[src/rtl/sorted_priority_queue_defines.svh]
// ----------------------------------------------------------------------------
// Sorted priority queue assertion macros
// Concurrent check wrappers; they compile to nothing when SYNTH is set.
// ----------------------------------------------------------------------------
`ifndef SORTED_PRIORITY_QUEUE_DEFINES_SVH
`define SORTED_PRIORITY_QUEUE_DEFINES_SVH

`ifndef SYNTH
`define SPQ_ASSERT(lbl, expr, msg) \
	lbl: assert property (@(posedge clk) disable iff (!arst_n) (expr)) else $error(msg);
`define SPQ_ASSERT_NEXT(lbl, ante, cons, msg) \
	lbl: assert property (@(posedge clk) disable iff (!arst_n) (ante) |=> (cons)) else $error(msg);
`else
`define SPQ_ASSERT(lbl, expr, msg)
`define SPQ_ASSERT_NEXT(lbl, ante, cons, msg)
`endif

`endif

[src/rtl/spq_pkg.sv]
// ----------------------------------------------------------------------------
// Sorted priority queue package
// Sizes, operation and status codes, and the control word sent to every cell.
// ----------------------------------------------------------------------------
package spq_pkg;

	localparam int CAPACITY = 16;
	localparam int CNT_W    = $clog2(CAPACITY + 1);
	localparam int VAL_W    = 32;
	localparam int RANK_W   = 16;
	localparam int OCC_W    = 5;
	localparam int STAT_W   = 2;

	localparam logic OP_INSERT = 1'b0;
	localparam logic OP_DELETE = 1'b1;

	localparam logic [STAT_W-1:0] ST_OK        = 2'd0;
	localparam logic [STAT_W-1:0] ST_UNDERFLOW = 2'd1;
	localparam logic [STAT_W-1:0] ST_FULL      = 2'd2;

	typedef logic signed [VAL_W-1:0]  value_t;
	typedef logic signed [RANK_W-1:0] rank_t;

	typedef struct packed {
		logic   ins;
		logic   del;
		rank_t  rank;
		value_t value;
	} spq_ctrl_t;

endpackage

[src/rtl/spq_cell.sv]
// ----------------------------------------------------------------------------
// Sorted priority queue cell
// One entry of the sorted chain: holds, takes the new word, or shifts.
// ----------------------------------------------------------------------------
module spq_cell import spq_pkg::*; (
	input  logic      clk,
	input  spq_ctrl_t ctrl,
	input  logic      occupied,
	input  logic      prev_keep,
	input  rank_t     prev_rank,
	input  value_t    prev_value,
	input  rank_t     next_rank,
	input  value_t    next_value,
	output logic      keep,
	output rank_t     rank,
	output value_t    value
);

	rank_t  rank_q;
	value_t value_q;

	assign keep  = occupied && (rank_q <= ctrl.rank);
	assign rank  = rank_q;
	assign value = value_q;

	always_ff @(posedge clk) begin
		if (ctrl.ins && !keep) begin
			if (prev_keep) begin
				rank_q  <= ctrl.rank;
				value_q <= ctrl.value;
			end else begin
				rank_q  <= prev_rank;
				value_q <= prev_value;
			end
		end else if (ctrl.del) begin
			rank_q  <= next_rank;
			value_q <= next_value;
		end
	end

endmodule

[src/rtl/sorted_priority_queue.sv]
// ----------------------------------------------------------------------------
// Sorted priority queue
// Bounded queue of value/rank pairs kept sorted by rank in a chain of cells.
// ----------------------------------------------------------------------------
// Takes one insert or delete word per clock cycle while in_ready is high and
// returns its result word in the cycle after acceptance through an output
// register; input stays ready while that register is empty or being drained.
// Every cell compares its rank with the incoming rank at once, so an insert
// lands directly after all entries of lower or equal rank, and a delete shifts
// the whole chain one place toward the head. Entries are valid below the entry
// count; there is no clearing pass after reset. A full queue drops inserts
// with status full, an empty queue answers deletes with status underflow.
// ----------------------------------------------------------------------------
`include "sorted_priority_queue_defines.svh"

module sorted_priority_queue import spq_pkg::*; (
	input  logic                clk,
	input  logic                arst_n,
	input  logic                in_valid,
	output logic                in_ready,
	input  logic                opcode,
	input  logic signed [31:0]  item_value,
	input  logic signed [15:0]  item_rank,
	output logic                out_valid,
	input  logic                out_ready,
	output logic [STAT_W-1:0]   status,
	output logic signed [31:0]  removed_value,
	output logic signed [15:0]  removed_rank,
	output logic [OCC_W-1:0]    occupancy
);

	logic [CNT_W-1:0]  count_q;
	logic [CNT_W-1:0]  count_nxt;
	logic              out_valid_q;
	logic [STAT_W-1:0] status_q;
	value_t            rval_q;
	rank_t             rrank_q;
	logic [OCC_W-1:0]  occ_q;

	logic      acc;
	logic      is_full;
	logic      is_empty;
	spq_ctrl_t ctrl;
	logic [STAT_W-1:0] status_nxt;

	logic   keep_w  [CAPACITY];
	rank_t  rank_w  [CAPACITY];
	value_t value_w [CAPACITY];

	assign in_ready = !out_valid_q || out_ready;
	assign acc      = in_valid && in_ready;
	assign is_full  = (count_q == CNT_W'(CAPACITY));
	assign is_empty = (count_q == '0);

	assign ctrl.ins   = acc && (opcode == OP_INSERT) && !is_full;
	assign ctrl.del   = acc && (opcode == OP_DELETE) && !is_empty;
	assign ctrl.rank  = item_rank;
	assign ctrl.value = item_value;

	always_comb begin
		count_nxt  = count_q;
		status_nxt = ST_OK;
		if (ctrl.ins) begin
			count_nxt = count_q + CNT_W'(1);
		end else if (ctrl.del) begin
			count_nxt = count_q - CNT_W'(1);
		end
		if (opcode == OP_INSERT && is_full) begin
			status_nxt = ST_FULL;
		end else if (opcode == OP_DELETE && is_empty) begin
			status_nxt = ST_UNDERFLOW;
		end
	end

	for (genvar i = 0; i < CAPACITY; i++) begin : g_cell
		logic   prev_keep;
		rank_t  prev_rank;
		value_t prev_value;
		rank_t  next_rank;
		value_t next_value;

		if (i == 0) begin : g_head
			assign prev_keep  = 1'b1;
			assign prev_rank  = ctrl.rank;
			assign prev_value = ctrl.value;
		end else begin : g_body
			assign prev_keep  = keep_w[i-1];
			assign prev_rank  = rank_w[i-1];
			assign prev_value = value_w[i-1];
		end

		if (i == CAPACITY - 1) begin : g_tail
			assign next_rank  = rank_w[i];
			assign next_value = value_w[i];
		end else begin : g_mid
			assign next_rank  = rank_w[i+1];
			assign next_value = value_w[i+1];
		end

		spq_cell u_cell (
			.clk        (clk),
			.ctrl       (ctrl),
			.occupied   (count_q > CNT_W'(i)),
			.prev_keep  (prev_keep),
			.prev_rank  (prev_rank),
			.prev_value (prev_value),
			.next_rank  (next_rank),
			.next_value (next_value),
			.keep       (keep_w[i]),
			.rank       (rank_w[i]),
			.value      (value_w[i])
		);
	end

	always_ff @(posedge clk or negedge arst_n) begin
		if (!arst_n) begin
			count_q     <= '0;
			out_valid_q <= 1'b0;
		end else begin
			count_q <= count_nxt;
			if (acc) begin
				out_valid_q <= 1'b1;
			end else if (out_ready) begin
				out_valid_q <= 1'b0;
			end
		end
	end

	always_ff @(posedge clk) begin
		if (acc) begin
			status_q <= status_nxt;
			occ_q    <= OCC_W'(count_nxt);
			rval_q   <= ctrl.del ? value_w[0] : '0;
			rrank_q  <= ctrl.del ? rank_w[0] : '0;
		end
	end

	assign out_valid     = out_valid_q;
	assign status        = status_q;
	assign removed_value = rval_q;
	assign removed_rank  = rrank_q;
	assign occupancy     = occ_q;

	`SPQ_ASSERT(a_count_bound, count_q <= CNT_W'(CAPACITY), "entry count beyond capacity")
	`SPQ_ASSERT_NEXT(a_full_drop, acc && opcode == OP_INSERT && is_full, out_valid && status == ST_FULL && $stable(count_q), "insert into full queue not dropped")
	`SPQ_ASSERT_NEXT(a_underflow, acc && opcode == OP_DELETE && is_empty, out_valid && status == ST_UNDERFLOW && count_q == '0, "delete from empty queue not flagged")
	`SPQ_ASSERT_NEXT(a_ins_count, ctrl.ins, count_q == $past(count_q) + CNT_W'(1), "insert did not grow the queue")

endmodule
[config.mk]
export PLATFORM = sky130hd
export DESIGN_NAME = sorted_priority_queue
export DESIGN_NICKNAME = d
export VERILOG_FILES = /design/src/rtl/spq_pkg.sv /design/src/rtl/spq_cell.sv /design/src/rtl/sorted_priority_queue.sv
export VERILOG_INCLUDE_DIRS = /design/src /design/src/rtl
export SDC_FILE = /design/constraint.sdc
export NUM_CORES = 2
export LEC_CHECK = 0
export BUFFER_PORTS_ARGS = -buffer_cell sky130_fd_sc_hd__buf_2
export CAP_MARGIN = 20
export CORE_MARGIN = 5
export CORE_UTILIZATION = 45
export CTS_CLUSTER_SIZE = 30
export DETAILED_ROUTE_END_ITERATION = 16
export MAX_ROUTING_LAYER = met4
export PLACE_DENSITY_LB_ADDON = 0.12
export SLEW_MARGIN = 20
export SYNTH_ARGS = -nofsm -noshare
export SYNTH_HDL_FRONTEND = slang
export SYNTH_SLANG_ARGS = --single-unit
[constraint.sdc]
create_clock -name clk -period 5.8 [get_ports clk]
set_clock_uncertainty 0.2 [all_clocks]
set_input_delay 0 -clock clk [delete_from_list [all_inputs] [get_ports clk]]
set_output_delay 0 -clock clk [all_outputs]
set_load 0.1 [all_outputs]
==> impl_metrics.json <==
{
  "endpoint": "g_cell[14].u_cell.value[28]",
  "areaGrowthSynthToFinish_pct": 10.3,
  "htree_levels": 3,
  "path_buf_inv": 5,
  "clockBufferDepth": 3,
  "path_class": "in2reg",
  "fin_crit_sh": 0.796,
  "grt_setup_unrepaired": "no",
  "synth_common_cells": "edfxtp_1, nand3_1, mux2_2",
  "overflow": 0,
  "ys_ff_latch": 829,
  "netlist_instances": 6038,
  "io_buffers": 109,
  "crit_top_cell": "o21ai_0",
  "placementRows": 133,
  "finalHoldViolCount": 0,
  "hp-class": "in2reg",
  "status": "completed",
  "routedWlPerCell_um": 29.7,
  "cp_num_cells": 13,
  "synth_async_sr_flop_share": 0.00724,
  "cp.required_ns": 5.98,
  "crit_start": "item_rank[1]",
  "regToRegEndpoint": "g_cell[14].u_cell.value[28]",
  "timing.rr.start": "g_cell[14].u_cell.rank[1]",
  "coreArea_sq_um": 132000,
  "drt.antenna.violating_nets": 0,
  "avgSynthCellArea_sq_um": 9.91,
  "clock-sinks": 829,
  "cap_violations": 0,
  "vdd_drop_max_v": 0.000380,
  "place.gp.congestion": 0.955,
  "dieArea_sq_um": 140000,
  "postSynthNetCount": 6352,
  "die_height_um": 375,
  "yosysTopAreaCell": "edfxtp_1",
  "hpwl_um": 151000,
  "io_pins": 110,
  "via_per_inst": 6.72,
  "reg2reg_slack_ns": 1.19,
  "remaining_drc_errors": 0,
  "cpMaxStageDelayCell": "o31ai_4",
  "slew_headroom": 0.196,
  "yosysUniqueCellTypes": 79,
  "antenna_found_initial": 12,
  "synth_most_common_cell": "edfxtp_1",
  "synth_area_sq_um": 59800,
  "cp_top_family": "buffers and inverters",
  "grt_usage": 0.321,
  "clk_latency_ns": 0.77,
  "utilization": 0.501,
  "cts.clk_slew.worst_paths_ns": 0.06,
  "seq_area_frac_synth": 0.416,
  "yosys-top-cells-area": "edfxtp_1, mux2_2, nand3_1, mux2i_1, ha_1",
  "final_layout_size_suffix_gt1_frac": 0.202,
  "critPathMaxFanout": 35,
  "yosys.area.top_type_share": 0.413,
  "tightest_slew_ns": 1.21,
  "drtPass1Iterations": 6,
  "num_vias": 51595,
  "finalWirelength_um": 228000,
  "max_freq_mhz": 216,
  "arrival_ns": 4.80,
  "cts_tree": "yes",
  "setup_viol": 0,
  "clock-root-buffer": "clkbuf_16",
  "reg2reg_depth": 10,
  "synth_edf_count": 823,
  "power_density_nw_per_um2": 477,
  "max_stage_delay_ns": 0.76,
  "nets": 6144,
  "grt_pass1_vias": 48053,
  "grt_max_degree": 108,
  "ys.flop_type": "edfxtp_1",
  "fin_crit_ns": 4.62,
  "fill_cells": 12118,
  "slew_viol_final": 0,
  "cts_resized": 0,
  "fin_setup_tns_ns": 0,
  "die_w_um": 375,
  "path_cells": "dlygate4sd3_1 > buf_2 > inv_1 > ha_1 > nor2b_1 > o21a_1 > o21ai_0 > a211oi_1 > o21ai_0 > buf_4 > o31ai_4 > nand2b_2 > buf_12",
  "cts_buffers": 102,
  "grt_pass1_wl_um": 333000,
  "leakage_uw": 0.0236,
  "start_util": 0.454,
  "cp-end-kind": "register",
  "startpoint_type": "input port",
  "yosys_warnings": 0,
  "dr.first_iter.drc_count": 7023
}
## final cells by class
class / instances / area, sq um / area share
multi-input combinational: 4485 / 32500 / 0.493
sequential: 829 / 24900 / 0.377
timing repair buffer: 351 / 2800 / 0.0424
clock buffer: 121 / 2650 / 0.0401
tap: 1755 / 2200 / 0.0333
clock inverter: 67 / 717 / 0.0109
inverter: 61 / 231 / 0.00351
antenna: 8 / 20.0 / 0.000303
## cell usage in the layout (no fill, tap or decap), types with 70 or more instances in the layout
master / instances
mux2_2: 658
nand2_1: 315
nor4_1: 87
buf_2: 109
mux2i_1: 341
ha_1: 256
edfxtp_1: 823
clkbuf_16: 103
nor3_1: 112
nand2b_1: 156
a21oi_1: 219
nor2_1: 176
a31oi_1: 340
or3_1: 70
o21ai_0: 382
nand3b_1: 70
buf_4: 161
nand3_1: 698
nand4_1: 133
## logic make-up after synthesis
group | synth area share
buffers and inverters | 0.0494
xor gates and xnor gates | 0.00117
muxes | 0.183
DFF | 0.416
AOI/OAI and AO/OA | 0.123
adders and majority gates | 0.0546
and+or+nand+nor | 0.173
## per-layer routing
metal,GRT usage,vias to the layer above,routed length (um)
met3,0.0619,404,23700
met4,0.0970,0,7320
met5,-,-,0
met1,0.462,25656,101000
met2,0.457,2841,95800
li1,-,22694,-
## how the worst min path moves through the flow
stage                       endpoint  cells past startpoint   start  slack [ns]
after floorplan           count_q[0]                      0  arst_n       -0.50
after global routing       status[1]                      3  opcode        0.06
after CTS                  status[1]                      3  opcode       0.006
after global placement     out_valid                      1  arst_n       -0.37
final                      status[1]                      3  opcode        0.04
after detailed placement   out_valid                      1  arst_n       -0.36
## worst register-to-register path, delay by kind of cell, from the launching register on
kind | cells | cell delay (ns)
compound gates | 5 | 1.71
simple gates | 2 | 0.71
buf+inv | 2 | 0.58
flops | 1 | 0.47
fa+ha+maj | 1 | 0.39
## power by group
part           internal (uW)  switching [uW]  leakage [uW]  total (uW)
logic                   5550            9540        0.0141       15100
registers               8560            1230       0.00783        9790
clock network           3730            2900       0.00163        6630
## through the flow
step           area, sq um  hold slack (ns)  total power [uW]  cells  setup WS [ns]
3_5_place_dp         62000           -0.364             24500   7421           1.14
3_3_place_gp         62000           -0.366             24300   7420           1.12
5_1_grt              66000           0.0640             33000   7674           1.05
6_report             66000           0.0420             31500   7677           1.18
2_1_floorplan        59800           -0.496             19800   6038         -0.258
4_1_cts              65900          0.00557             31200   7667           1.29
## state kept, by name (all words and copies together) (netlist names)
register and flops:
out_valid 1, g_cell.u_cell.value 512, removed_rank 16, occupancy 5
removed_value 32, g_cell.u_cell.rank 256, count_q 5, status 2
## what timing repair did
| item | in CTS | in global routing |
|---|---|---|
| hold buffers | 58 | 0 |
| buffers inserted | 0 | 0 |
| endpoints found under the setup margin | 0 | 0 |
| endpoints found under the hold margin | 720 | 0 |
Power figures use the tool's default switching activity.
